### config.mk
export PLATFORM = sky130hd
export DESIGN_NAME = r2q_recip
export DESIGN_NICKNAME = d
export VERILOG_FILES = /design/src/rtl/r2q_pkg.sv /design/src/rtl/r2q_recip.sv
export SDC_FILE = /design/constraint.sdc
export NUM_CORES = 2
export LEC_CHECK = 0
export BUFFER_PORTS_ARGS = -buffer_cell sky130_fd_sc_hd__buf_4
export CAP_MARGIN = 20
export CORE_MARGIN = 5
export CORE_UTILIZATION = 55
export DETAILED_ROUTE_END_ITERATION = 8
export PLACE_DENSITY = 0.76
export SLEW_MARGIN = 30
export SYNTH_ARGS = -nofsm -noshare
export SYNTH_HDL_FRONTEND = slang
export SYNTH_SLANG_ARGS = --single-unit
### constraint.sdc
create_clock -name aclk -period 7.7 [get_ports aclk]
set_input_delay 0 -clock aclk [delete_from_list [all_inputs] [get_ports aclk]]
set_output_delay 0 -clock aclk [all_outputs]
set_load 0.02 [all_outputs]
### src/rtl/r2q_pkg.sv
// Shared types, constants and step functions for the rotation-to-quaternion pipeline.
// No dependencies.
package r2q_pkg;

    localparam int IN_W      = 168;   // nine 18-bit fields, padded to bytes
    localparam int OUT_W     = 72;    // four 18-bit fields
    localparam int FW        = 18;
    localparam int ONE_Q16   = 65536;
    localparam int SQ_STAGES = 9;     // two root bits per stage
    localparam int DV_STAGES = 8;     // three quotient bits per stage
    localparam int RECIP_REM = 128;   // 2^31 >> 24, below any root

    localparam logic [1:0] SEL_X     = 2'd0;
    localparam logic [1:0] SEL_Y     = 2'd1;
    localparam logic [1:0] SEL_Z     = 2'd2;
    localparam logic [1:0] SEL_TRACE = 2'd3;

    // branch select plus the three sums/differences, ordered w,x,y,z
    // with the half-root component left out
    typedef struct packed {
        logic [1:0]         sel;
        logic signed [18:0] da;
        logic signed [18:0] db;
        logic signed [18:0] dc;
    } side_t;

    typedef struct packed {
        logic [20:0] rem;
        logic [17:0] root;
    } sq_t;

    typedef struct packed {
        logic [17:0] rem;
        logic [23:0] quo;
    } dv_t;

    function automatic sq_t sqrt_step(sq_t a, logic [1:0] pair);
        logic [20:0] cur;
        logic [20:0] trial;
        sq_t         o;
        cur   = {a.rem[18:0], pair};
        trial = {1'b0, a.root, 2'b01};
        if (cur >= trial) begin
            o.rem  = cur - trial;
            o.root = {a.root[16:0], 1'b1};
        end else begin
            o.rem  = cur;
            o.root = {a.root[16:0], 1'b0};
        end
        return o;
    endfunction

    function automatic dv_t div_step(dv_t a, logic [17:0] den);
        logic [18:0] cur;
        logic [18:0] diff;
        dv_t         o;
        cur  = {a.rem, 1'b0};
        diff = cur - {1'b0, den};
        if (cur >= {1'b0, den}) begin
            o.rem = diff[17:0];
            o.quo = {a.quo[22:0], 1'b1};
        end else begin
            o.rem = cur[17:0];
            o.quo = {a.quo[22:0], 1'b0};
        end
        return o;
    endfunction

    function automatic logic [17:0] sat18(logic signed [28:0] v);
        logic [17:0] o;
        if (v > 29'sd131071)
            o = 18'h1FFFF;
        else if (v < -29'sd131072)
            o = 18'h20000;
        else
            o = v[17:0];
        return o;
    endfunction

endpackage

### src/rtl/r2q_recip.sv
// Pipelined restoring divider for s = floor(2^31 / r), three quotient bits per stage.
// Uses r2q_pkg.
module r2q_recip
    import r2q_pkg::*;
(
    input  logic        aclk,
    input  logic        aresetn,
    input  logic        en,
    input  logic        in_valid,
    input  logic [17:0] root_in,
    input  side_t       side_in,
    output logic        out_valid,
    output logic [17:0] root_out,
    output logic [23:0] s_out,
    output side_t       side_out
);

    logic        vld_reg  [DV_STAGES];
    dv_t         dv_reg   [DV_STAGES];
    logic [17:0] root_reg [DV_STAGES];
    side_t       side_reg [DV_STAGES];

    for (genvar k = 0; k < DV_STAGES; k++) begin : g_stage
        logic        v_in;
        dv_t         dv_in;
        logic [17:0] den;
        side_t       side_stage_in;
        dv_t         dv_next;

        if (k == 0) begin : g_first
            assign v_in          = in_valid;
            assign dv_in         = '{rem: 18'(RECIP_REM), quo: '0};
            assign den           = root_in;
            assign side_stage_in = side_in;
        end else begin : g_rest
            assign v_in          = vld_reg[k-1];
            assign dv_in         = dv_reg[k-1];
            assign den           = root_reg[k-1];
            assign side_stage_in = side_reg[k-1];
        end

        assign dv_next = div_step(div_step(div_step(dv_in, den), den), den);

        always_ff @(posedge aclk) begin
            if (!aresetn) begin
                vld_reg[k] <= 1'b0;
            end else if (en) begin
                vld_reg[k] <= v_in;
            end
        end

        always_ff @(posedge aclk) begin
            if (en) begin
                dv_reg[k]   <= dv_next;
                root_reg[k] <= den;
                side_reg[k] <= side_stage_in;
            end
        end
    end

    assign out_valid = vld_reg[DV_STAGES-1];
    assign root_out  = root_reg[DV_STAGES-1];
    assign s_out     = dv_reg[DV_STAGES-1].quo;
    assign side_out  = side_reg[DV_STAGES-1];

endmodule

-- Word-level counts from Yosys, hierarchy flattened
Memories as Yosys holds them, arrays and structs flattened.
Cells that the tools add are included.
- register bits: 0
- bits in latches: 0
- RAM bits: 960
- memory bits (read-only): 0
- input port bits: 81
- output and inout bits: 102
- memories: 4
- $add $sub $neg: 24
- multipliers: 0
- div/mod/pow operators: 0
- magnitude comparators: 24
- equality and inequality tests: 0
- shift-type cells: 0
- multiplexer cells: 37
- bitwise operators: 8
- reduce and logical (&&, ||, !) cells: 0
- memory list (name ; depth ; width ; read ports ; clocked after memory_dff ; write ports ; line ; text):
    side_reg ; 8 ; 59 ; 8 ; 0 ; 8 ; r2q_recip.sv:21 ; side_t side_reg [DV_STAGES];
    dv_reg ; 8 ; 42 ; 8 ; 0 ; 8 ; r2q_recip.sv:19 ; dv_t dv_reg [DV_STAGES];
    root_reg ; 8 ; 18 ; 8 ; 0 ; 8 ; r2q_recip.sv:20 ; logic [17:0] root_reg [DV_STAGES];
    vld_reg ; 8 ; 1 ; 8 ; 0 ; 8 ; r2q_recip.sv:18 ; logic vld_reg [DV_STAGES];
- operator list (cell ; number):
    $mux W42 ; 24
    $ge A19 B18 Y1 ; 23
    $sub A18 B18 Y18 ; 23
    $ge A9 B18 Y1 const A ; 1
    $sub A9 B18 Y18 const A ; 1
    $mux W1 ; 13
    $or A1 B1 Y1 ; 8

-- Longest topological paths before layout
An unclocked memory read counts as a cell.
- word-level depth: 7
- depth in mapped cells: 36

-- Least setup slack after synthesis
No wires, ideal clock.
- kind: flip-flop to flip-flop
- start: memory root_reg[1][1] (netlist: root_reg[0][19])
- end: memory dv_reg[0][117] (netlist name), data pin
- arrival: 7536 ps
- required time: 7440 ps
- path slack: -95 ps
- stages on the path, launching flop included: 33
- path buffers: 4
- cells stage by stage: edfxtp_1 inv_1 ha_1 nor2b_1 o2111ai_1 a31o_2 a41o_1 o21a_1 inv_1 buf_1 mux2_2 ha_1 and3_1 and3_1 a2111oi_0 o21bai_1 o31ai_1 a21o_1 o2111ai_1 buf_2 buf_2 a21oi_1 ha_1 or2_2 a21o_1 a31oi_1 a21oi_1 o21a_1 o21ai_0 nor3b_1 mux2i_4 buf_6 mux2_2
- RTL lines (element ; line):
    start: declaration ; r2q_recip.sv:20
    end: declaration ; r2q_recip.sv:19

==> key figures <==
Place
  – PortBufs: 182
  – Placed cells: slightly below 6000
  – DP Area: about 0.055 mm2
  – Post-DP HPWL: 89700 um
  – Gpl congestion: 0.945

Worst setup path
  – CP required: 8.08 ns
  – Slowest stage delay, CP: 0.46 ns
  – Max stage delay cell, worst path: edfxtp_1
  – CP Data Arrival Time: 8.25 ns
  – Crit Path Class: flip-flop to flip-flop
  – Critical Path End Type: flip-flop
  – CP max FO: 9
  – Crit start category: flip-flop

Yosys
  – Yosys reg bits: roughly 860
  – Post-synth ARST share: 0
  – Mean area per synthesized cell: 11.8 um2
  – Synth unique cells: between 100 and 150
  – Synthesized instance count: roughly 4200
  – Synth area leaders: edfxtp_1, ha_1, mux2_2
  – Area leader, netlist: edfxtp_1
  – Largest family of logic cells by synthesized area: compound AO/OA/AOI/OAI gates
  – Synth cell count leaders: edfxtp_1, ha_1, a21oi_1
  – Synth Area in Adders: 0.104
  – Compound-gate portion of the synthesized area: 0.142
  – Ys flop type: edfxtp_1
  – Number of flops mapped to enable cells by yosys: 857
  – Synth Area in Simple Gates: 0.0911
  – Yosys warns: 0
  – Yosys top cell area share: 0.521
  – Register area share after synthesis: 0.522
  – Post-Syn Area: 0.0494 mm2
  – Post-synthesis mux area share: 0.0549
  – Most frequent cell after synthesis: edfxtp_1
  – XOR/XNOR Fraction of Synth Area: 0.0540

STA
  – Setup slack after layout: -0.175 ns
  – Final clock skew: 0.0522 ns
  – Min Tclk post-route: a little under 8 ns
  – Fmax achieved: 0.127 GHz
  – Slew Limit Fails: 0
  – Final Hold Viols: 0
  – Worst Tran Pin Value: 0.932 ns
  – Final worst path period share: 1.02
  – Slew HR: 0.379
  – Final Setup Violations: 17
  – Setup_tns: -2.32 ns

Global route
  – Grt ovf: 0
  – Initial antenna violation count: 4
  – Largest net degree at the start of global routing: around 190
  – First-pass GRT wire length: 191000 um
  – Total track usage: 0.251
  – Vias in the first global route: around 34000

Finish
  – Area added between synthesis and finish: 22.5%
  – Nets: 5401
  – Util after Layout: 0.681
  – Share of layout cells above drive strength 1: 0.242
  – Post-Layout Cell Count: between 6000 and 7000
  – Fillers: 6379
  – Design area: 0.0605 mm2
  – Largest register FFs: 472

Route
  – DRC viols: 0
  – Vias: 35900
  – Drt wl/cell: 20.4 um
  – ANT nets after route: 0
  – DRT Pass-1 Iters: 6
  – WL final: 125000 um
  – DR iter-0 viols: about 3200
  – Vias per cell: 5.83

Clock network
  – Worst-skew pair later-pin latency: 0.67 ns
  – Cts bufs inserted: 88
  – CTS tree: yes
  – CTS Sinks: 858
  – # H-tree levels: 3
  – Root Driver: clkbuf_16
  – Clock transition at path regs: 0.07 ns
  – Maximum clock path buffer count: 3

Worst hold path
  – Hold Path Class: input port to flip-flop

Outcome
  – Failing checks: setup timing
  – Outcome: finished, violations left

Die
  – Die Wd: 310 um
  – Vert. Die Dim: 310 um
  – Row cnt: 109
  – Number of primary I/O pins: between 150 and 200
  – Die ar.: between 0.09 and 0.1 mm2
  – Initial Util: 0.556
  – Area of the core: 0.0888 mm2

Flow run
  – Max Cap Viol: 0
## cell usage in the layout (no fill, tap or decap), types with 31 or more instances in the layout
cell type and count:
a21o_1 136, a21oi_1 282, a31oi_1 31, and3_1 39, buf_4 618, clkbuf_16 91, dlygate4sd3_1 88, edfxtp_1 857
ha_1 371, inv_1 268, mux2_2 190, nand2_1 214, nand2b_1 31, nand3_1 61, nand4_1 55, nor2_1 289
nor2b_1 44, nor3_1 71, o21a_1 69, o21ai_0 181, o21bai_1 42, xnor2_1 203, xor2_1 101
## timing repair
| item | CTS | global route |
|---|---|---|
| endpoints found under the setup margin | 70 | 130 |
| gates resized for setup | 24 | 158 |
| endpoints found under the hold margin | 164 | 0 |
| gates cloned | 1 | 6 |
| hold buffers | 88 | 0 |
| pin swaps | 5 | 58 |
| setup buffers | 4 | 47 |
## critical path, delay by kind of cell (launching register included)
family | cells | cell delay (ns)
AO/OA/AOI/OAI | 14 | 2.54
adder cells (fa/ha/maj) | 4 | 0.87
buffers and inverters | 8 | 1.24
flip-flops | 1 | 0.46
multiplexers | 3 | 0.73
AND/OR/NAND/NOR | 7 | 1.71
## logic make-up (layout without fill, tap and decap cells)
| group | after synthesis | after routing |
|---|---|---|
| muxes | 237 | 239 |
| xor gates and xnor gates | 304 | 304 |
| buffers and inverters | 367 | 1182 |
| AOI/OAI and AO/OA | 1056 | 1057 |
| other | 1 | 7 |
| adders and majority gates | 406 | 406 |
| DFF | 858 | 858 |
| and+or+nand+nor | 937 | 937 |
## final timing paths
| path | startpoint | to | slack (ns) | cells past startpoint |
|---|---|---|---|---|
| setup / recovery | dv_reg[0][66]$_SDFFCE_PN0P_ | dv_reg[0][117]$_DFFE_PP_ | -0.17 | 36 |
| setup reg to reg | dv_reg[0][66]$_SDFFCE_PN0P_ | dv_reg[0][117]$_DFFE_PP_ | -0.17 | 36 |
| hold / removal | side_in[27] | side_reg[0][27]$_DFFE_PP_ | 0.05 | 2 |
| hold reg to reg | side_reg[0][168]$_DFFE_PP_ | side_reg[0][227]$_DFFE_PP_ | 0.37 | 0 |
## final cells by class
| type | instances | area, um2 | area share |
|---|---|---|---|
| sequential | 858 | 25800 | 0.426 |
| multi-input combinational | 2947 | 23000 | 0.381 |
| timing repair buffer | 738 | 6060 | 0.100 |
| clock buffer | 93 | 2220 | 0.0367 |
| tap | 1165 | 1460 | 0.0241 |
| inverter | 281 | 1050 | 0.0174 |
| clock inverter | 70 | 888 | 0.0147 |
| antenna | 3 | 7.51 | 0.000124 |
## through the flow
step / setup slack (ns) / hold slack [ns]
after floorplan: 0.0193 / 0.0989
after global placement: -0.331 / 0.179
after detailed placement: -0.335 / 0.180
after CTS: 0.00189 / 0.00453
after global routing: -0.316 / 0.0192
final: -0.175 / 0.0495
## per-layer routing
metal  wire (um)  up-vias  share of wire  track usage
met2       59500     1288           0.47        0.418
met4        4600        2          0.037       0.0895
met5          50        -        0.00040            0
li1            -    17200              -            -
met1       53500    17100           0.43        0.341
met3        7730      264          0.062       0.0366
Power is left out: the tool's default activity adds up to more than one toggle a clock period on the data nets, which glitch-free logic cannot reach.
