==> config.mk <==
export PLATFORM = sky130hd
export DESIGN_NAME = r2q_post
export DESIGN_NICKNAME = d
export VERILOG_FILES = /design/src/rtl/r2q_pkg.sv /design/src/rtl/r2q_post.sv
export SDC_FILE = /design/constraint.sdc
export NUM_CORES = 2
export LEC_CHECK = 0
export ABC_AREA = 1
export BUFFER_PORTS_ARGS = -buffer_cell sky130_fd_sc_hd__buf_2
export CORE_MARGIN = 5
export CORE_UTILIZATION = 45
export DETAILED_ROUTE_END_ITERATION = 10
export GPL_TIMING_DRIVEN = 0
export HOLD_SLACK_MARGIN = 0.08
export RECOVER_POWER = 25
export SLEW_MARGIN = 10
export SYNTH_ARGS = -nofsm -noshare
export SYNTH_HDL_FRONTEND = slang
export SYNTH_SLANG_ARGS = --single-unit
==> constraint.sdc <==
create_clock -name aclk -period 11.7 [get_ports aclk]
set_clock_uncertainty 0.2 [all_clocks]
set_input_delay 2.34 -clock aclk [delete_from_list [all_inputs] [get_ports aclk]]
set_output_delay 2.34 -clock aclk [all_outputs]
set_load 0.005 [all_outputs]
==> src/rtl/r2q_pkg.sv <==
// Shared types, constants and step functions for the rotation-to-quaternion pipeline.
// No dependencies.
package r2q_pkg;

    localparam int IN_W      = 168;   // nine 18-bit fields, padded to bytes
    localparam int OUT_W     = 72;    // four 18-bit fields
    localparam int FW        = 18;
    localparam int ONE_Q16   = 65536;
    localparam int SQ_STAGES = 9;     // two root bits per stage
    localparam int DV_STAGES = 8;     // three quotient bits per stage
    localparam int RECIP_REM = 128;   // 2^31 >> 24, below any root

    localparam logic [1:0] SEL_X     = 2'd0;
    localparam logic [1:0] SEL_Y     = 2'd1;
    localparam logic [1:0] SEL_Z     = 2'd2;
    localparam logic [1:0] SEL_TRACE = 2'd3;

    // branch select plus the three sums/differences, ordered w,x,y,z
    // with the half-root component left out
    typedef struct packed {
        logic [1:0]         sel;
        logic signed [18:0] da;
        logic signed [18:0] db;
        logic signed [18:0] dc;
    } side_t;

    typedef struct packed {
        logic [20:0] rem;
        logic [17:0] root;
    } sq_t;

    typedef struct packed {
        logic [17:0] rem;
        logic [23:0] quo;
    } dv_t;

    function automatic sq_t sqrt_step(sq_t a, logic [1:0] pair);
        logic [20:0] cur;
        logic [20:0] trial;
        sq_t         o;
        cur   = {a.rem[18:0], pair};
        trial = {1'b0, a.root, 2'b01};
        if (cur >= trial) begin
            o.rem  = cur - trial;
            o.root = {a.root[16:0], 1'b1};
        end else begin
            o.rem  = cur;
            o.root = {a.root[16:0], 1'b0};
        end
        return o;
    endfunction

    function automatic dv_t div_step(dv_t a, logic [17:0] den);
        logic [18:0] cur;
        logic [18:0] diff;
        dv_t         o;
        cur  = {a.rem, 1'b0};
        diff = cur - {1'b0, den};
        if (cur >= {1'b0, den}) begin
            o.rem = diff[17:0];
            o.quo = {a.quo[22:0], 1'b1};
        end else begin
            o.rem = cur[17:0];
            o.quo = {a.quo[22:0], 1'b0};
        end
        return o;
    endfunction

    function automatic logic [17:0] sat18(logic signed [28:0] v);
        logic [17:0] o;
        if (v > 29'sd131071)
            o = 18'h1FFFF;
        else if (v < -29'sd131072)
            o = 18'h20000;
        else
            o = v[17:0];
        return o;
    endfunction

endpackage

==> src/rtl/r2q_post.sv <==
// Scaling multiplies, rounding, component mapping, x-axis flip and saturation.
// Uses r2q_pkg; its second stage is the output register.
module r2q_post
    import r2q_pkg::*;
(
    input  logic             aclk,
    input  logic             aresetn,
    input  logic             en,
    input  logic             in_valid,
    input  logic [17:0]      root,
    input  logic [23:0]      s,
    input  side_t            side_in,
    output logic             valid_reg,
    output logic [OUT_W-1:0] data_reg
);

    logic signed [18:0] d_in [3];
    logic [42:0]        prod_next [3];
    logic [42:0]        prod_reg  [3];
    logic               neg_reg   [3];
    logic               mid_vld_reg;
    logic [1:0]         sel_reg;
    logic [17:0]        half_reg;

    logic [42:0]        rnd [3];
    logic [26:0]        q [3];
    logic signed [28:0] p [3];
    logic signed [28:0] half_s, qw, qx, qy, qz;
    logic [OUT_W-1:0]   data_next;

    always_comb begin
        d_in[0] = side_in.da;
        d_in[1] = side_in.db;
        d_in[2] = side_in.dc;
        // magnitude is taken as unsigned 19 bits so the most negative sum stays 2^18
        for (int i = 0; i < 3; i++)
            prod_next[i] = 43'($unsigned(d_in[i][18] ? 19'(-d_in[i]) : d_in[i])) * 43'(s);
    end

    always_ff @(posedge aclk) begin
        if (!aresetn) begin
            mid_vld_reg <= 1'b0;
            valid_reg   <= 1'b0;
        end else if (en) begin
            mid_vld_reg <= in_valid;
            valid_reg   <= mid_vld_reg;
        end
    end

    always_ff @(posedge aclk) begin
        if (en) begin
            for (int i = 0; i < 3; i++) begin
                prod_reg[i] <= prod_next[i];
                neg_reg[i]  <= d_in[i][18];
            end
            sel_reg  <= side_in.sel;
            half_reg <= {1'b0, root[17:1]};
            data_reg <= data_next;
        end
    end

    always_comb begin
        for (int i = 0; i < 3; i++) begin
            rnd[i] = prod_reg[i] + 43'd32768;
            q[i]   = rnd[i][42:16];
            p[i]   = neg_reg[i] ? -29'(q[i]) : 29'(q[i]);
        end
        half_s = 29'(half_reg);
        qw = (sel_reg == SEL_TRACE) ? half_s : p[0];
        qx = (sel_reg == SEL_TRACE) ? p[0] : (sel_reg == SEL_X) ? half_s : p[1];
        qy = (sel_reg == SEL_TRACE || sel_reg == SEL_X) ? p[1]
           : (sel_reg == SEL_Y) ? half_s : p[2];
        qz = (sel_reg == SEL_Z) ? half_s : p[2];
        data_next = {sat18(-qx), sat18(qy), sat18(-qz), sat18(qw)};
    end

endmodule

**Word level (Yosys, flattened, before mapping)**

Memory sizes are Yosys's and may differ from the RTL's.
Cells that the tools add are included.

- Register bits: 93
- Latch bits: 0
- Memory bits (writable): 132
- Memory bits (read-only): 0
- Output and inout port bits: 73
- Logic and storage cells: 55
- Memories kept: 2

Memory list:

| memory | words | width | read ports | clocked after memory_dff | wr ports | RTL line | RTL |
|---|---|---|---|---|---|---|---|
| prod_reg | 3 | 43 | 3 | 0 | 3 | r2q_post.sv:19 | `logic [42:0] prod_reg [3];` |
| neg_reg | 3 | 1 | 3 | 0 | 3 | r2q_post.sv:20 | `logic neg_reg [3];` |

- Add/subtract/negate cells: 11
- $mul: 3
- Divide/modulo/power cells: 0
- Order comparisons: 8
- Equal/unequal tests: 3
- Shift-type cells: 0
- Multiplexer cells: 18
- Bitwise operators: 0
- Reduce and logical (&&, ||, !) cells: 2

Operator list:

| kind | count |
|---|---|
| two-way mux 29 bit | 9 |
| adder 43 x 16 -> 43 bit (second input constant) | 3 |
| multiplier 19 x 24 -> 43 bit | 3 |
| > comparator 29 x 18 -> 1 bit (second input constant) | 4 |
| < comparator 29 x 18 -> 1 bit (second input constant) | 4 |
| negation 27 -> 29 bit | 3 |
| two-way mux 18 bit | 4 |
| negation 29 bit | 2 |
| two-way mux 19 bit | 3 |
| negation 19 bit | 3 |
| == test 2 bit (second input constant) | 2 |
| == test 2 x 1 -> 1 bit (second input constant) | 1 |
| zero test 2 bit | 1 |
| two-way mux 1 bit | 2 |
| logical OR 1 bit | 1 |

**Longest topological paths before layout**

An unclocked memory read counts as a cell.

- Depth after elaboration: 9
- Gate-level depth with buffers: 42

**Worst setup path before layout**

OpenSTA, ideal clock, no wires.

- Path kind: input port to flip-flop
- Start point: in side_in[38] in the netlist's numbering
- End point: mem prod_reg[0][39] (data pin)
- Arrival: 8.792 ns
- Path slack: 2.443 ns
- Cell stages on the path: 34
- Buffers on the path: 3
- Cell sequence: clkbuf_1 clkbuf_1 inv_1 ha_1 inv_1 nor2_1 inv_1 nor2_1 nand2_1 nand3_1 nand2_1 clkbuf_1 nand2_1 fa_1 inv_1 fa_1 fa_1 inv_1 fa_1 fa_1 inv_1 fa_1 ha_1 a21oi_1 o21ai_0 a21oi_1 nor2_1 a211oi_1 o21ai_0 nand2_1 nand2_1 a21oi_1 o21ai_0 xor2_1

RTL lines:

| item | RTL line | RTL |
|---|---|---|
| start: declaration | r2q_post.sv:12 | `input side_t side_in,` |
| end: declaration | r2q_post.sv:19 |  |

==> summary.txt <==
Die
  • Initial core utilization: between 40% and 50%
  • Die H: ~370 um
  • Io pins: between 150 and 200
  • Die area: around 140,000 um^2
  • Width of the chip: between 300 and 400 um
  • Core Region: between 100,000 and 150,000 um^2
  • Row Count: between 100 and 150

Logic synthesis
  • Count of cell types in the netlist: between 50 and 60
  • Syn avg cell area: roughly 7.4 um^2
  • EDFF count, synth: approximately 180
  • Synthesized cell area: about 59,000 um^2
  • Cells after Synth: 7,997
  • Post-synthesis sequential area ratio: roughly 9%
  • Async SR Flop Fraction: 0%
  • Main synth FF type: edfxtp_1
  • Synth Warn #: 0
  • Synth Net Count: slightly below 10,000
  • Synth Register Bits: between 150 and 200

Cells and area
  • NumNets Final: 9,789
  • Filler cells: approximately 13,000
  • Area Growth Syn to Fin: 6.27%
  • Max reg flops: 84
  • Fraction of final layout cells sized beyond drive strength 1: under 10%

Clock tree
  • Clock Tree Buf Depth: 2
  • Worst-Skew Late Latency: just under 0.5 ns
  • CTS tree: built
  • Post-CTS Hold Buffers: 0
  • H-tree depth: 4
  • Clock sink count: 180
  • Clock root buffer: clkbuf_16
  • CTS clk-pin slew, worst paths: 0.09 ns
  • TritonCTS Buffers: 17

Status
  • Failing checks: capacitance limit, slew limit
  • Status: finished with violations

Min path
  • Hold_sp: mid_vld_reg
  • Hold EP: valid_reg
  • Hold Path Stages: 2
  • HP Class: register to register

Drt
  • Avg WL per Cell: 21.5 um
  • Iter 0 DRT Violations: between 4,000 and 5,000
  • DRC viols: 0
  • Routed vias: between 50,000 and 60,000
  • Final ANT Viol Nets: 0
  • DRT Pass-1 Iters: 6
  • Drt total wl: ~210,000 um
  • Avg Vias per Cell: around 5.3

Run
  • Max-cap viol count: 1

Setup path
  • WS Path Type: primary input to register
  • Critical path required time: about 12 ns
  • Critical R2R Launch: prod_reg[0][58]
  • R2R Path End: data_reg[67]
  • Max Fanout on Critical Path: 10
  • Critical path's top delay family: adder cells
  • CP max stage cell: clkbuf_1
  • CP dominant cell by count: inv_1
  • R2R Setup Slk: between 6 and 7 ns
  • Slowest stage delay, CP: approximately 0.80 ns
  • CP Buf/Inv Count: 11
  • Critical Path AT: ~12 ns
  • Crit path capture type: register
  • Startpoint types: primary input
  • Reg2Reg Depth: 31

STA
  • Worst slew margin: -220%
  • Endpoints failing setup: 0
  • Pins over their slew limit: between 80 and 90
  • Final Hold Vio Count: 0
  • Least-Margin Pin Slew: between 4 and 5 ns
  • Final min period: 11.58 ns
  • Maximum clock rate: ~86 MHz
  • Worst Slack Setup Final: roughly 0.12 ns
  • Fin crit share: slightly below 100%
  • RSZ-0062 raised after global routing: no
  • Setup TNS: 0 ns

Placed design
  • IO Port Bufs: between 150 and 200
  • Routability cong.: 1.01
  • Post-DP HPWL: 183,000 um
  • Dpl ws: -0.481 ns

GRT
  • Tot GR Track Use: a little under a third
  • Largest net degree at the start of global routing: 96
  • Vias in the first global route: about 54,000
  • Antenna violations before repair: 14
  • First-pass GRT wire length: 327,000 um
  • GR Overflow Total: 0
[tightest hold or removal path, stage by stage (launching register included)]
cell	delay (ns)
dfxtp_1	0.32
nor2_1	0.09
nor2_1	0.05
[cell usage in the layout (no fill, tap or decap), types with 5 or more instances in the layout]
cell type  netlist  final
ha_1           389    389
o211ai_1        20     20
nor2_1         721    721
nand2_4          7      7
buf_2            9    166
nor4_1          16     15
clkbuf_1       254    244
xor2_1         101    100
o221ai_1         7      7
o31ai_1          8      8
clkbuf_2         0     14
buf_1           22     22
nand3b_1        28     28
nand3_1        312    312
o21ai_0        128    128
inv_1         1874   1874
nand3_2         19     19
nor2_4          20     20
o21ai_1          5      5
or2_2           18     18
o21a_1          13     13
fa_1          1116   1116
a31oi_1          9      9
edfxtp_1       178    178
nand2_2         44     44
buf_4            4      5
clkinv_1        24     24
inv_2           25     25
buf_6            7      7
nand4_1         78     78
nor3_1          32     32
o21bai_1        11     11
xnor2_1         43     43
diode_2          0     14
nor2_2          36     36
clkbuf_16        0     17
nand2_1       2180   2180
a21o_1          14     14
clkinv_8         0      6
a21oi_1        187    187
[cell families (layout without fill, tap and decap cells)]
kind of cell	count (synthesis)	count (layout)	share of synthesized area [%]
flip-flops	180	180	9.07
buffers and inverters	2220	2415	14.2
XOR/XNOR	144	144	2.12
adder cells (fa/ha/maj)	1505	1505	45.8
AND/OR/NAND/NOR	3520	3520	24.7
AO/OA/AOI/OAI	428	428	4.13
other	0	14	0
[worst max path at each step]
| stage | slack, ns | cells past startpoint | endpoint | from |
|---|---|---|---|---|
| 6_report | 0.12 | 34 | prod_reg[0][39] | side_in[38] |
| 5_1_grt | 0.03 | 34 | prod_reg[0][39] | side_in[38] |
| 3_5_place_dp | -0.48 | 34 | prod_reg[0][39] | side_in[38] |
| 2_1_floorplan | 2.44 | 34 | prod_reg[0][39] | side_in[38] |
| 4_1_cts | 0.03 | 34 | prod_reg[0][39] | side_in[38] |
| 3_3_place_gp | -0.47 | 34 | prod_reg[0][39] | side_in[38] |
[layout make-up]
type                            count  area, um^2  share of cell area (%)
Antenna cell                       14        35.0                  0.0555
Inverter                         1924        7220                    11.5
Multi-Input combinational cell   5597       45600                    72.3
Clock buffer                       17         425                   0.674
Sequential cell                   180        5390                    8.54
Clock inverter                     15         195                   0.309
Timing Repair Buffer              163         836                    1.33
Buffer                            296        1210                    1.91
Tap cell                         1755        2200                    3.48
[synthesized netlist by cell type (4+ instances only)]
cell type | n | area share [%]
inv_1 | 1874 | 12
o21ai_1 | 5 | 0.042
nand4_1 | 78 | 0.82
a21o_1 | 14 | 0.18
o21bai_1 | 11 | 0.14
a31oi_1 | 9 | 0.095
o211ai_1 | 20 | 0.25
fa_1 | 1116 | 38
inv_2 | 25 | 0.16
buf_1 | 22 | 0.14
or2_2 | 18 | 0.19
buf_4 | 4 | 0.051
o21ai_0 | 128 | 1.1
nand2_2 | 44 | 0.46
nor2_4 | 20 | 0.38
nand2_1 | 2180 | 14
o31ai_1 | 8 | 0.10
xor2_1 | 101 | 1.5
nand3_2 | 19 | 0.32
buf_6 | 7 | 0.13
clkinv_1 | 24 | 0.15
nor3_1 | 32 | 0.27
o21a_1 | 13 | 0.16
nor2_1 | 721 | 4.6
clkbuf_1 | 254 | 1.6
a21oi_1 | 187 | 1.6
ha_1 | 389 | 8.2
xnor2_1 | 43 | 0.63
nand2_4 | 7 | 0.13
nand3b_1 | 28 | 0.35
nor4_1 | 16 | 0.17
nor2_2 | 36 | 0.38
edfxtp_1 | 178 | 9.0
o221ai_1 | 7 | 0.10
buf_2 | 9 | 0.076
nand3_1 | 312 | 2.6
[metrics by stage]
step	instances	util, %	cell area, um^2	hold slack [ns]
floorplan	7997	-	59400	0.248
global placement	9913	47.5	62400	0.261
detailed placement	9915	47.5	62400	0.279
CTS	9947	48.0	63000	0.297
global route	9950	48.0	63100	0.339
finish	9961	48.0	63100	0.297
[layer usage]
layer / GRT usage (%) / routed length (um)
met1: 39.0 / 83800
met2: 47.9 / 92800
met3: 8.88 / 23200
met4: 16.9 / 14600
met5: 0 / 55
[repair_timing]
| item | CTS | global route |
|---|---|---|
| setup endpoints to repair | 0 | 9 |
| buffers inserted | 0 | 0 |
| resized for setup | 0 | 2 |
Power is not shown: default switching activity piles up to over one toggle a cycle in this logic, so the estimate is an artifact.
