--- src/rtl/r2q_pkg.sv ---
// Shared types, constants and step functions for the rotation-to-quaternion pipeline.
// No dependencies.
package r2q_pkg;

    localparam int IN_W      = 168;   // nine 18-bit fields, padded to bytes
    localparam int OUT_W     = 72;    // four 18-bit fields
    localparam int FW        = 18;
    localparam int ONE_Q16   = 65536;
    localparam int SQ_STAGES = 9;     // two root bits per stage
    localparam int DV_STAGES = 8;     // three quotient bits per stage
    localparam int RECIP_REM = 128;   // 2^31 >> 24, below any root

    localparam logic [1:0] SEL_X     = 2'd0;
    localparam logic [1:0] SEL_Y     = 2'd1;
    localparam logic [1:0] SEL_Z     = 2'd2;
    localparam logic [1:0] SEL_TRACE = 2'd3;

    // branch select plus the three sums/differences, ordered w,x,y,z
    // with the half-root component left out
    typedef struct packed {
        logic [1:0]         sel;
        logic signed [18:0] da;
        logic signed [18:0] db;
        logic signed [18:0] dc;
    } side_t;

    typedef struct packed {
        logic [20:0] rem;
        logic [17:0] root;
    } sq_t;

    typedef struct packed {
        logic [17:0] rem;
        logic [23:0] quo;
    } dv_t;

    function automatic sq_t sqrt_step(sq_t a, logic [1:0] pair);
        logic [20:0] cur;
        logic [20:0] trial;
        sq_t         o;
        cur   = {a.rem[18:0], pair};
        trial = {1'b0, a.root, 2'b01};
        if (cur >= trial) begin
            o.rem  = cur - trial;
            o.root = {a.root[16:0], 1'b1};
        end else begin
            o.rem  = cur;
            o.root = {a.root[16:0], 1'b0};
        end
        return o;
    endfunction

    function automatic dv_t div_step(dv_t a, logic [17:0] den);
        logic [18:0] cur;
        logic [18:0] diff;
        dv_t         o;
        cur  = {a.rem, 1'b0};
        diff = cur - {1'b0, den};
        if (cur >= {1'b0, den}) begin
            o.rem = diff[17:0];
            o.quo = {a.quo[22:0], 1'b1};
        end else begin
            o.rem = cur[17:0];
            o.quo = {a.quo[22:0], 1'b0};
        end
        return o;
    endfunction

    function automatic logic [17:0] sat18(logic signed [28:0] v);
        logic [17:0] o;
        if (v > 29'sd131071)
            o = 18'h1FFFF;
        else if (v < -29'sd131072)
            o = 18'h20000;
        else
            o = v[17:0];
        return o;
    endfunction

endpackage

--- src/rtl/r2q_sqrt.sv ---
// Pipelined digit-by-digit integer square root of rad * 2^16, two bits per stage.
// Uses r2q_pkg.
module r2q_sqrt
    import r2q_pkg::*;
(
    input  logic        aclk,
    input  logic        aresetn,
    input  logic        en,
    input  logic        in_valid,
    input  logic [18:0] rad,
    input  side_t       side_in,
    output logic        out_valid,
    output logic [17:0] root,
    output side_t       side_out
);

    logic        vld_reg  [SQ_STAGES];
    sq_t         st_reg   [SQ_STAGES];
    logic [18:0] rad_reg  [SQ_STAGES];
    side_t       side_reg [SQ_STAGES];

    for (genvar k = 0; k < SQ_STAGES; k++) begin : g_stage
        logic        v_in;
        sq_t         st_in;
        logic [18:0] rad_in;
        side_t       side_stage_in;
        logic [35:0] v36;
        sq_t         st_next;

        if (k == 0) begin : g_first
            assign v_in          = in_valid;
            assign st_in         = '0;
            assign rad_in        = rad;
            assign side_stage_in = side_in;
        end else begin : g_rest
            assign v_in          = vld_reg[k-1];
            assign st_in         = st_reg[k-1];
            assign rad_in        = rad_reg[k-1];
            assign side_stage_in = side_reg[k-1];
        end

        assign v36     = {1'b0, rad_in, 16'b0};
        assign st_next = sqrt_step(sqrt_step(st_in, v36[35-4*k -: 2]), v36[33-4*k -: 2]);

        always_ff @(posedge aclk) begin
            if (!aresetn) begin
                vld_reg[k] <= 1'b0;
            end else if (en) begin
                vld_reg[k] <= v_in;
            end
        end

        always_ff @(posedge aclk) begin
            if (en) begin
                st_reg[k]   <= st_next;
                rad_reg[k]  <= rad_in;
                side_reg[k] <= side_stage_in;
            end
        end
    end

    assign out_valid = vld_reg[SQ_STAGES-1];
    assign root      = st_reg[SQ_STAGES-1].root;
    assign side_out  = side_reg[SQ_STAGES-1];

endmodule

--- config.mk ---
export PLATFORM = sky130hd
export DESIGN_NAME = r2q_sqrt
export DESIGN_NICKNAME = d
export VERILOG_FILES = /design/src/rtl/r2q_pkg.sv /design/src/rtl/r2q_sqrt.sv
export SDC_FILE = /design/constraint.sdc
export NUM_CORES = 1
export LEC_CHECK = 0
export BUFFER_PORTS_ARGS = -buffer_cell sky130_fd_sc_hd__clkbuf_2
export CELL_PAD_IN_SITES_DETAIL_PLACEMENT = 1
export CELL_PAD_IN_SITES_GLOBAL_PLACEMENT = 1
export CORE_UTILIZATION = 52
export CTS_CLUSTER_SIZE = 30
export DETAILED_ROUTE_END_ITERATION = 8
export PLACE_DENSITY_LB_ADDON = 0.08
export SLEW_MARGIN = 20
export SYNTH_ARGS = -nofsm -noshare
export SYNTH_HDL_FRONTEND = slang
export SYNTH_SLANG_ARGS = --single-unit
--- constraint.sdc ---
create_clock -name aclk -period 7.8 [get_ports aclk]
set_input_delay 1.56 -clock aclk [delete_from_list [all_inputs] [get_ports aclk]]
set_output_delay 1.56 -clock aclk [all_outputs]
set_load 0.005 [all_outputs]
; Yosys cells after proc, flatten, opt, wreduce, memory -nomap -nowiden
; Memory sizes are Yosys's and may differ from the RTL's.
; Index checks and enable logic that the tools add are counted.
[totals]
reg_bits = 0
latch_bits = 0
ramBits = 1062
romBits = 0
out_inout_bits = 78
elab_cells = 81
memories = 4
[memory_table]
columns = name, depth, word_bits, read_ports, rd_ports_with_merged_regs, wr, line_no
row1 = side_reg, 9, 59, 9, 0, 9, r2q_sqrt.sv:20  ; side_t side_reg [SQ_STAGES];
row2 = st_reg, 9, 39, 9, 0, 9, r2q_sqrt.sv:18  ; sq_t st_reg [SQ_STAGES];
row3 = rad_reg, 9, 19, 8, 0, 9, r2q_sqrt.sv:19  ; logic [18:0] rad_reg [SQ_STAGES];
row4 = vld_reg, 9, 1, 9, 0, 9, r2q_sqrt.sv:17  ; logic vld_reg [SQ_STAGES];
[op_classes]
add_sub_neg = 18
multipliers = 0
div = 0
n_lt_le_gt_ge = 18
n_eq_ne = 0
shift = 0
n_mux = 32
n_bitwise = 9
n_reduce_logical = 0
[op_table]
columns = op, count
row1 = 21-bit by 20-bit greater-or-equal comparator with 1-bit output, 17
row2 = 39-bit 2-to-1 mux, 9
row3 = 37-bit 2-to-1 mux, 9
row4 = 21-bit by 20-bit subtractor with 21-bit output, 9
row5 = 19-bit subtractor, 8
row6 = 1-bit 2-to-1 mux, 14
row7 = 1-bit OR, 9
row8 = "1-bit by 1-bit subtractor with 2-bit output, second input constant", 1
row9 = "1-bit greater-or-equal comparator, second input constant", 1

; Depth between registers and ports, before layout
; Gate-level depths: netlist (run 1).
; An unclocked memory read counts as a cell.
[logic_depth]
ltp_word = 5
depth_mapped = 23

; Least setup slack after synthesis (run 1)
; No wires, ideal clock.
[synth_timing]
path_type = flip-flop to flip-flop
startpoint = memory st_reg[2][1] (netlist name)
endpoint = memory st_reg[2][65] (netlist name) (data pin)
setup_ns = 0.260
t_arrival_ns = 5.372
required_time_ns = 7.540
setup_slack_ns = 2.168
stages_incl_launch_ff = 22
n_path_buf = 1
cell_sequence = edfxtp_1 inv_1 ha_1 a21o_1 a21oi_1 o211a_1 o31ai_2 a311oi_1 clkinv_1 nand2_1 nand2_1 ha_1 a21o_1 a21oi_1 o21bai_1 and2_1 o41a_1 a221oi_1 nand4_1 nor4_4 buf_2 mux2_2
[synth_lines]
columns = item, line_no
row1 = start: declaration, r2q_sqrt.sv:18

==> out/qor.csv, run 1 <==
stage,metric,value,unit
synth,synthDominantCellAreaShare,68.2,%
power_and_ir_drop,leakagePower,15.0,nW
power_and_ir_drop,p_int,0.00894,W
synth,synth_seq_cells,805,
cts,hold_buffers,0,
synth,synth_area_leaders,"edfxtp_1 68%, ha_1 5.9%, xnor2_1 2.5%",
power_and_ir_drop,design_power_total,0.0125,W
grt,grt_pass1_vias,21500,
cts,insertion_delay,0.64,ns
cts,cts_buffer_depth,3,
cts,htreeDepth,3,
cts,cts_tree,done,
synth,synth_commonest_cells,"804 x edfxtp_1, 166 x ha_1, 154 x inv_1",
grt,grt_start_max_net_pins,209,
grt,use_met3,3.65,%
power_and_ir_drop,switching_share,28.7,%
synth,synth_area,35400,sq um
floorplanning,pin_count,160,
cts,root_buffer,clkbuf_16,
flow_run,maxCapViolCount,0,
setup_path,cp.required,8.19,ns
cts,clkTransAtPathRegs,0.06,ns
power_and_ir_drop,combPwrFrac,22.9,%
place,numPortBuffers,159,
grt,overflow,0,
floorplanning,die_height,263,um
sta,final_max_slew_viol_count,0,
synth,ys_types,102,
grt,grt_pass1_wl,115000,um
setup_path,reg2regPathDepth,20,
grt,grt.total_usage,21.1,%
setup_path,crit_family,compound AO/OA/AOI/OAI gates,
sta,grt_setup_unrepaired,no,
power_and_ir_drop,clkPwrFrac,32.3,%
cts,cts.sinks,805,
sta,hold_violations,0,
cells_and_area,fin_util,59.6,%
routing,first_pass_iters,5,
setup_path,start_kind,flop,
synth,synth-async-reset-ratio,0,%
setup_path,cp.depth,20,
sta,max_slew_margin,30.2,%
sta,worst_pin_slew,1.05,ns
min_path,hold_path.class,flop to flop,
setup_path,crit_path_max_fanout,15,
synth,synth_most_common_cell,edfxtp_1,
setup_path,cp.arrival,6.98,ns
routing,drc_errors,0,
synth,synth_top_flop_cell,edfxtp_1,
cts,numCtsBuffers,83,
routing,wl_per_cell,20.0,um
power_and_ir_drop,p_sw,0.00360,W
cells_and_area,synthToLayoutAreaGrowth,13.3,%
synth,synth_nets,2687,
cells_and_area,largest_reg_flops,531,
setup_path,worst-path-buf-inv,2,
place,routabilityCongestion,0.826,
floorplanning,start_util,52.6,%
sta,finalClockSkew,0.0193,ns
routing,antenna_left,0,
setup_path,crit_slowest_cell,nor4_4,
synth,syn_inst,2433,
grt,grtUsageMet2,39.1,%
synth,synth_area_leader_cell,edfxtp_1,
floorplanning,core_area,67300,sq um
setup_path,crit_chain,"inv_1, ha_1, a21o_1, a21oi_1, o211a_1, o31ai_2, a311oi_1, clkinv_1, nand2_1, nand2_1, ha_1, a21o_1, a21oi_1, o21bai_1, and2_1, o41a_1, a221oi_1, nand4_1, nor4_4, mux2_2",
sta,fin_crit,6.59,ns
sta,tns,0,ns
setup_path,timing.rr.start,st_reg[2][1]$_DFFE_PP_,
sta,period_share,84.5,%
synth,synth_warnings,0,
power_and_ir_drop,power_density,313,nW/um^2
min_path,min_path_cells,0,
setup_path,critPathKind,flop to flop,
setup_path,rrSetupSlack,1.21,ns
cells_and_area,post-route-cell-area,40100,sq um
routing,first_iter_violations,931,
grt,antenna_found_initial,1,
min_path,hp-start,side_reg[1][33]$_DFFE_PP_,
floorplanning,die_x,263,um
floorplanning,die-area,69100,sq um
sta,max_freq,152,MHz
cts,cts_resized,0,
place,dp_hpwl,51000,um
floorplanning,row_count,95,
setup_path,crit_start,st_reg[2][1]$_DFFE_PP_,
synth,syn_area_per_cell,14.5,sq um
cells_and_area,layout-drive-gt1-share,14.8,%
sta,whs,0.406,ns
place,dpl-instance-area,37200,sq um
setup_path,worstSetupEndpointType,flop,
routing,vias_per_cell,5.56,
power_and_ir_drop,p_seq_share,44.8,%
grt,top_usage_layer,met2,
cts,cts_setup_buffers,0,
setup_path,critPathMaxStageDelay,0.87,ns
cells_and_area,nets,2903,
synth,synth-edff-count,804,
grt,use_met1,25.0,%
outcome,outcome,"complete, no violations",
sta,finalSetupViolCount,0,
power_and_ir_drop,ir_worst_vdd,0.200,mV
routing,vias,20000,
synth,seq_area_frac_synth,68.3,%
routing,routed_wl,71900,um
logic make-up after synthesis:
group / count (synthesis) / share of synthesized area [%]
flops: 805 / 68.3
simple gates: 543 / 7.99
compound gates: 482 / 9.04
buf+inv: 198 / 2.19
fa+ha+maj: 172 / 6.21
xor+xnor: 159 / 3.94
mux: 74 / 2.33
placed cells by master, fill, tap and decap left out, drive strengths merged, types with 58 or more instances in the layout:
master	instances
xnor2	100
edfxtp	804
xor2	59
inv	160
nand2	128
nor2	130
mux2	58
a21oi	113
ha	166
o21ai	123
clkbuf	253
power groups by stage:
stage / Clock [W] / Sequential, W / Combinational [W]
final: 0.00405 / 0.00562 / 0.00287
after global placement: 0 / 0.00567 / 0.00272
after floorplan: 0 / 0.00558 / 0.00214
after CTS: 0.00415 / 0.00563 / 0.00290
after global routing: 0.00428 / 0.00567 / 0.00320
after detailed placement: 0 / 0.00571 / 0.00286
metrics by stage:
| step | std cells | setup slack, ns |
|---|---|---|
| detailed placement | 3437 | 1.11 |
| CTS | 3590 | 1.09 |
| global route | 3590 | 0.575 |
| floorplan | 2433 | 2.17 |
| finish | 3591 | 1.21 |
| global placement | 3437 | 1.29 |
per-layer routing:
metal	share of wire, %	wire length [um]
met1	42	29900
met3	3.4	2470
met2	53	37900
met4	2.4	1710
met5	0.0097	7
worst reg2reg max path, cell delays in order (launching register included):
cell	delay (ns)
edfxtp_1	0.46
inv_1	0.13
ha_1	0.24
a21o_1	0.18
a21oi_1	0.28
o211a_1	0.23
o31ai_2	0.11
a311oi_1	0.53
clkinv_1	0.44
nand2_1	0.17
nand2_1	0.09
ha_1	0.28
a21o_1	0.18
a21oi_1	0.22
o21bai_1	0.12
and2_1	0.20
o41a_1	0.39
a221oi_1	0.42
nand4_1	0.37
nor4_4	0.87
mux2_2	0.43
path summary, 6_finish.rpt:
| path | to |
|---|---|
| max | st_reg[2][60]$_DFFE_PP_ |
| min | side_reg[1][92]$_DFFE_PP_ |
| max reg2reg | st_reg[2][60]$_DFFE_PP_ |
| min reg2reg | side_reg[1][92]$_DFFE_PP_ |
area by class of cell:
type,count,area (sq um)
Inverter,160,603
Clock buffer,95,2140
Multi-Input combinational cell,1430,10400
Sequential cell,805,24200
Fill cell,6455,27200
Clock inverter,58,694
Timing Repair Buffer,169,931
Antenna cell,1,2.50
Tap cell,873,1090
(Power assumes the default switching activity.)
==> run 2: changes to the inputs <==
--- a/config.mk
+++ b/config.mk
@@ -8,7 +8,7 @@
 export BUFFER_PORTS_ARGS = -buffer_cell sky130_fd_sc_hd__clkbuf_2
 export CELL_PAD_IN_SITES_DETAIL_PLACEMENT = 1
 export CELL_PAD_IN_SITES_GLOBAL_PLACEMENT = 1
-export CORE_UTILIZATION = 52
+export CORE_UTILIZATION = 47
 export CTS_CLUSTER_SIZE = 30
 export DETAILED_ROUTE_END_ITERATION = 8
 export PLACE_DENSITY_LB_ADDON = 0.08
==> constraint.sdc (replaced) <==
create_clock -name aclk -period 5.4 [get_ports aclk]
set_input_delay 1.08 -clock aclk [delete_from_list [all_inputs] [get_ports aclk]]
set_output_delay 1.08 -clock aclk [all_outputs]
set_load 0.005 [all_outputs]
==> run 2 against run 1 <==
Net effect: via count is 0.60% higher; sequential cell count stayed put; clock skew is 0.023 ns higher; core utilization is 5.0 points lower; wire length is 0.57% lower; die area is 11% higher; sequential power is 44% higher; first-iteration DRC count is 4.7% lower; critical path type unchanged; largest cell class unchanged; largest power group unchanged.
==> out/qor.csv, run 2 (same netlist as run 1, synthesis figures left out) <==
stage,metric,value,unit,change
floorplanning,core_area,74400,sq um,+11%
cts,numCtsBuffers,86,,+3.6%
setup_path,crit_path_max_fanout,19,,+4
setup_path,cp.depth,17,,-15%
outcome,outcome,"complete, no violations",,
min_path,min_path_cells,0,,unchanged
setup_path,crit_slowest_cell,a2111oi_0,,
power_and_ir_drop,p_seq_share,45.3,%,+0.5 points
cts,clkTransAtPathRegs,0.06,ns,about the same
cells_and_area,layout-drive-gt1-share,16.9,%,+2.1 points
sta,fin_crit,5.22,ns,-1.37 ns
grt,grt.total_usage,19.0,%,-2.1 points
power_and_ir_drop,switching_share,28.8,%,+0.11 points
sta,max_freq,191,MHz,+26%
cts,cts.sinks,805,,unchanged
routing,first_pass_iters,4,,-1
routing,vias,20100,,+0.60%
sta,final_max_slew_viol_count,0,,unchanged
cells_and_area,largest_reg_flops,531,,unchanged
power_and_ir_drop,clkPwrFrac,31.1,%,-1.2 points
setup_path,critPathMaxStageDelay,0.68,ns,-0.19 ns
floorplanning,start_util,47.5,%,-5.1 points
sta,setup_slack,0.176,ns,-1.03 ns
place,dp_hpwl,52300,um,+2.5%
sta,grt_setup_unrepaired,no,,
routing,routed_wl,71500,um,-0.57%
grt,overflow,0,,unchanged
flow_run,maxCapViolCount,0,,unchanged
grt,grt_pass1_vias,21500,,-0.12%
floorplanning,pin_count,160,,unchanged
cells_and_area,synthToLayoutAreaGrowth,14.7,%,
floorplanning,row_count,100,,+5.3%
grt,antenna_found_initial,2,,+1
setup_path,critPathKind,flop to flop,,
setup_path,critPathMostFrequentCell,o21ai_0,,
cells_and_area,layout_commonest_cell,edfxtp_1,,
power_and_ir_drop,ir_worst_vdd,0.212,mV,+5.9%
sta,worst_pin_slew,0.891,ns,-0.157 ns
power_and_ir_drop,p_sw,0.00516,W,+44%
place,dp_slack,-0.0837,ns,-1.19 ns
floorplanning,die-area,76400,sq um,+11%
cts,insertion_delay,0.66,ns,+0.02 ns
setup_path,cp.required,5.81,ns,-2.38 ns
routing,antenna_left,0,,unchanged
setup_path,start_kind,flop,,
cts,cts_buffer_depth,3,,unchanged
floorplanning,die_height,276,um,+5.1%
cells_and_area,fin_util,54.5,%,-5.0 points
grt,grt_pass1_wl,115000,um,about the same
sta,hold_violations,0,,unchanged
place,numPortBuffers,159,,unchanged
setup_path,cp.arrival,5.64,ns,-1.34 ns
power_and_ir_drop,combPwrFrac,23.6,%,+0.7 points
routing,drc_errors,0,,unchanged
place,dpl-instance-area,37700,sq um,+1.3%
setup_path,crit_family,compound AO/OA/AOI/OAI gates,,
sta,period_share,96.7,%,+12 points
min_path,hold_path.class,flop to flop,,
power_and_ir_drop,p_int,0.0128,W,+43%
sta,max_slew_margin,39.8,%,+9.7 points
grt,grt_start_max_net_pins,122,,-42%
routing,vias_per_cell,5.39,,-3.1%
setup_path,reg2regPathDepth,17,,-15%
routing,first_iter_violations,887,,-4.7%
cells_and_area,fillCellCount,7233,,+12%
sta,tns,0,ns,unchanged
setup_path,worstSetupEndpointType,flop,,
sta,finalClockSkew,0.0428,ns,+0.0234 ns
cells_and_area,nets,2952,,+1.7%
setup_path,worst-path-buf-inv,3,,+1
floorplanning,die_x,276,um,+5.1%
routing,wl_per_cell,19.2,um,-4.2%
cts,cts_tree,done,,
cts,root_buffer,clkbuf_16,,
cts,htreeDepth,3,,unchanged
cells_and_area,post-route-cell-area,40600,sq um,+1.3%
power_and_ir_drop,power_density,442,nW/um^2,+41%
power_and_ir_drop,leakagePower,15.1,nW,+1.1%
place,routabilityCongestion,0.859,,+4.0%
setup_path,crit_chain,"inv_1, ha_2, nand2_1, or2_2, o211a_4, nand2_2, inv_4, o21ai_0, ha_1, and3_1, nand3_1, nor4_1, a2111oi_0, o211ai_2, buf_4, o21ai_0, xor2_1",,
sta,finalSetupViolCount,0,,unchanged
cells_and_area,layout_common_cells,"804 x edfxtp_1, 159 x ha_1, 158 x clkbuf_2",,
run 2: final timing paths:
path / end / slack, ns / start
setup / recovery: st_reg[2][20]$_DFFE_PP_ / 0.18 / st_reg[1][43]$_DFFE_PP_
hold / removal: side_reg[2][24]$_DFFE_PP_ / 0.38 / side_reg[1][83]$_DFFE_PP_
setup reg to reg: st_reg[2][20]$_DFFE_PP_ / 0.18 / st_reg[1][43]$_DFFE_PP_
hold reg to reg: side_reg[2][24]$_DFFE_PP_ / 0.38 / side_reg[1][83]$_DFFE_PP_
run 2: routing by layer:
metal  share of wire [%]  wire (um)  vias up  track usage [%]
met5               0.015         11        -                0
met4                 2.0       1460        2             5.51
met3                 4.4       3150       92             3.76
met2                  50      36000      312             33.4
met1                  43      30800     9910             23.6
li1                    -          -     9780                -
run 2: per-stage QoR:
stage	std cells	hold WS [ns]	total power (W)
final	3727	0.380	0.0179
after global routing	3726	0.381	0.0189
after CTS	3722	0.374	0.0181
after detailed placement	3575	0.405	0.0124
after global placement	3575	0.400	0.0122
after floorplan	2433	0.400	0.0112
run 2: what timing repair did:
| action | 4_1_cts | 5_1_grt |
|---|---|---|
| pin swaps | 0 | 4 |
| setup endpoints to repair | 29 | 68 |
| buffers inserted | 0 | 4 |
| resized for setup | 10 | 31 |
| hold buffers | 0 | 0 |
run 2: layout make-up:
type	instances	area, sq um	area share [%]
Sequential cell	805	24200	59.5
Tap cell	969	1210	2.99
Clock inverter	42	472	1.16
Antenna cell	1	2.50	0.00617
Timing Repair Buffer	215	1330	3.26
Clock buffer	105	2220	5.48
Multi-Input combinational cell	1430	10600	26.1
Inverter	160	607	1.50
run 2: power groups by stage:
stage | clock [W] | sequential (W) | combinational, W
after global routing | 0.00597 | 0.00820 | 0.00473
after detailed placement | 0 | 0.00825 | 0.00416
after global placement | 0 | 0.00821 | 0.00400
after floorplan | 0 | 0.00806 | 0.00310
after CTS | 0.00578 | 0.00813 | 0.00421
final | 0.00558 | 0.00812 | 0.00423
==> run 3: changes to the inputs <==
--- a/config.mk
+++ b/config.mk
@@ -12,6 +12,7 @@
 export CTS_CLUSTER_SIZE = 30
 export DETAILED_ROUTE_END_ITERATION = 8
 export PLACE_DENSITY_LB_ADDON = 0.08
+export RECOVER_POWER = 100
 export SLEW_MARGIN = 20
 export SYNTH_ARGS = -nofsm -noshare
 export SYNTH_HDL_FRONTEND = slang
==> run 3 against run 2 <==
Net effect: wire length hardly changed; the flow now finishes with violations (capacitance limit, slew limit); worst hold slack hardly changed; setup slack worse by 0.034 ns; largest power group unchanged; fmax is 0.65% lower.
==> out/qor.csv, run 3 (same netlist as run 1, synthesis figures left out) <==
stage,metric,value,unit,change
place,routabilityCongestion,0.859,,unchanged
cts,numCtsBuffers,86,,unchanged
setup_path,crit_slowest_cell,a2111oi_0,,
floorplanning,die_height,276,um,unchanged
cells_and_area,multi_input_area,10600,sq um,about the same
outcome,outcome,"complete, but fails checks",,
place,numPortBuffers,159,,unchanged
power_and_ir_drop,leakagePower,14.9,nW,-1.7%
cts,cts_tree,done,,
floorplanning,die-area,76400,sq um,unchanged
cells_and_area,nets,2952,,unchanged
sta,whs,0.381,ns,+0.000115 ns
cts,hold_buffers,0,,unchanged
setup_path,critPathKind,flop to flop,,
setup_path,start_kind,flop,,
sta,max_freq,190,MHz,-0.65%
power_and_ir_drop,design_power_total,0.0179,W,about the same
setup_path,cp.arrival,5.67,ns,+0.03 ns
floorplanning,die_x,276,um,unchanged
routing,vias,20100,,+0.055%
sta,hold_violations,0,,unchanged
power_and_ir_drop,switching_share,28.8,%,about the same
floorplanning,core_area,74400,sq um,unchanged
cts,clkTransAtPathRegs,0.06,ns,about the same
cells_and_area,layout_common_cells,"804 x edfxtp_1, 159 x ha_1, 153 x inv_1",,
setup_path,worst-path-buf-inv,3,,unchanged
cts,insertion_delay,0.66,ns,about the same
setup_path,crit_family,compound AO/OA/AOI/OAI gates,,
setup_path,crit_path_max_fanout,19,,unchanged
setup_path,cp.required,5.82,ns,about the same
grt,antenna_found_initial,2,,unchanged
cells_and_area,layout-drive-gt1-share,14.2,%,-2.7 points
sta,fin_crit,5.26,ns,+0.0343 ns
grt,grt.total_usage,19.0,%,unchanged
routing,first_pass_iters,4,,unchanged
outcome,violations,"capacitance limit, slew limit",,
grt,grt_pass1_vias,21500,,unchanged
sta,max_slew_margin,-66.0,%,-110 points
floorplanning,start_util,47.5,%,unchanged
cts,cts.sinks,805,,unchanged
cts,root_buffer,clkbuf_16,,
sta,final_max_slew_viol_count,670,,+670
cells_and_area,fillCellCount,7291,,+0.80%
place,dp_hpwl,52300,um,unchanged
grt,overflow,0,,unchanged
sta,tns,0,ns,unchanged
power_and_ir_drop,p_int,0.0128,W,about the same
floorplanning,row_count,100,,unchanged
sta,worst_pin_slew,2.49,ns,+1.60 ns
grt,grt_start_max_net_pins,122,,unchanged
setup_path,crit_chain,"inv_1, ha_2, nand2_1, or2_2, o211a_4, nand2_2, inv_4, o21ai_0, ha_1, and3_1, nand3_1, nor4_1, a2111oi_0, o211ai_2, buf_4, o21ai_0, xor2_1",,
setup_path,critPathMostFrequentCell,o21ai_0,,
routing,vias_per_cell,5.39,,about the same
power_and_ir_drop,p_seq_share,45.4,%,about the same
routing,wl_per_cell,19.2,um,about the same
setup_path,worstSetupEndpointType,flop,,
sta,finalSetupViolCount,0,,unchanged
routing,drc_errors,0,,unchanged
sta,grt_setup_unrepaired,no,,
min_path,hold_path.class,flop to flop,,
power_and_ir_drop,power_density,444,nW/um^2,+0.50%
cells_and_area,regArea,24200,sq um,unchanged
flow_run,maxCapViolCount,9,,+9
cells_and_area,layout_commonest_cell,edfxtp_1,,
cts,htreeDepth,3,,unchanged
cells_and_area,synthToLayoutAreaGrowth,14.1,%,
sta,period_share,97.4,%,+0.63 points
routing,first_iter_violations,949,,+7.0%
cts,cts_buffer_depth,3,,unchanged
floorplanning,pin_count,160,,unchanged
routing,routed_wl,71600,um,about the same
power_and_ir_drop,ir_worst_vdd,0.212,mV,about the same
grt,grt_pass1_wl,115000,um,unchanged
cells_and_area,largest_reg_flops,531,,unchanged
routing,antenna_left,0,,unchanged
setup_path,critPathMaxStageDelay,0.70,ns,+0.02 ns
sta,finalClockSkew,0.0426,ns,-0.000199 ns
power_and_ir_drop,clkPwrFrac,31.1,%,about the same
power_and_ir_drop,combPwrFrac,23.5,%,about the same
power_and_ir_drop,p_sw,0.00516,W,about the same
run 3: cell types whose count changed in the layout (fill, tap and decap cells not counted), moves of 3 or more:
cell,change
clkbuf_4,+3
buf_12,-6
buf_4,-15
clkbuf_2,-54
clkbuf_1,+72
run 3: path summary, 6_finish.rpt:
path,from,to,slack (ns),cells after the start
min reg2reg,side_reg[1][83]$_DFFE_PP_,side_reg[2][24]$_DFFE_PP_,0.38,0
min,side_reg[1][83]$_DFFE_PP_,side_reg[2][24]$_DFFE_PP_,0.38,0
max reg2reg,st_reg[1][43]$_DFFE_PP_,st_reg[2][20]$_DFFE_PP_,0.14,17
max,st_reg[1][43]$_DFFE_PP_,st_reg[2][20]$_DFFE_PP_,0.14,17
run 3: per-stage QoR:
step	util, %	cell area [sq um]	std cells	setup WS [ns]
global placement	50.7	37700	3575	-0.00597
finish	54.2	40400	3727	0.142
floorplan	-	35400	2433	0.0139
detailed placement	50.7	37700	3575	-0.0837
global route	54.2	40400	3726	0.00171
CTS	54.3	40400	3722	0.0431
run 3: timing repair:
| item | CTS | global route |
|---|---|---|
| endpoints found under the hold margin | 0 | 0 |
| pin swaps | 0 | 4 |
| setup endpoints to repair | 29 | 68 |
| resized for setup | 10 | 31 |
| buffers inserted | 0 | 4 |
run 3: area by class of cell:
type,count,area share [%]
timing repair buffer,215,2.73
clock buffer,105,5.51
multi-input combinational,1430,26.2
tap,969,3.00
sequential,805,59.9
inverter,160,1.50
clock inverter,42,1.17
antenna,1,0.00620
run 3: worst reg2reg max path: cells and delay by family (launching register included):
kind / cells / cell delay [ns]
XOR/XNOR: 1 / 0.33
adder cells (fa/ha/maj): 2 / 0.78
flip-flops: 1 / 0.49
AO/OA/AOI/OAI: 5 / 1.87
buffers and inverters: 3 / 0.48
AND/OR/NAND/NOR: 6 / 1.08
run 3: layer usage:
| layer | vias to the layer above | GRT usage, % | routed length, um |
|---|---|---|---|
| met1 | 9920 | 23.6 | 31000 |
| li1 | 9779 | - | - |
| met2 | 310 | 33.4 | 36000 |
| met3 | 96 | 3.76 | 3050 |
| met5 | - | 0 | 11 |
| met4 | 2 | 5.51 | 1490 |
run 3: power groups by stage:
| stage | sequential [W] | combinational (W) | clock (W) |
|---|---|---|---|
| floorplan | 0.00806 | 0.00310 | 0 |
| global placement | 0.00821 | 0.00400 | 0 |
| detailed placement | 0.00825 | 0.00416 | 0 |
| CTS | 0.00813 | 0.00421 | 0.00578 |
| global route | 0.00821 | 0.00470 | 0.00597 |
| finish | 0.00814 | 0.00420 | 0.00558 |
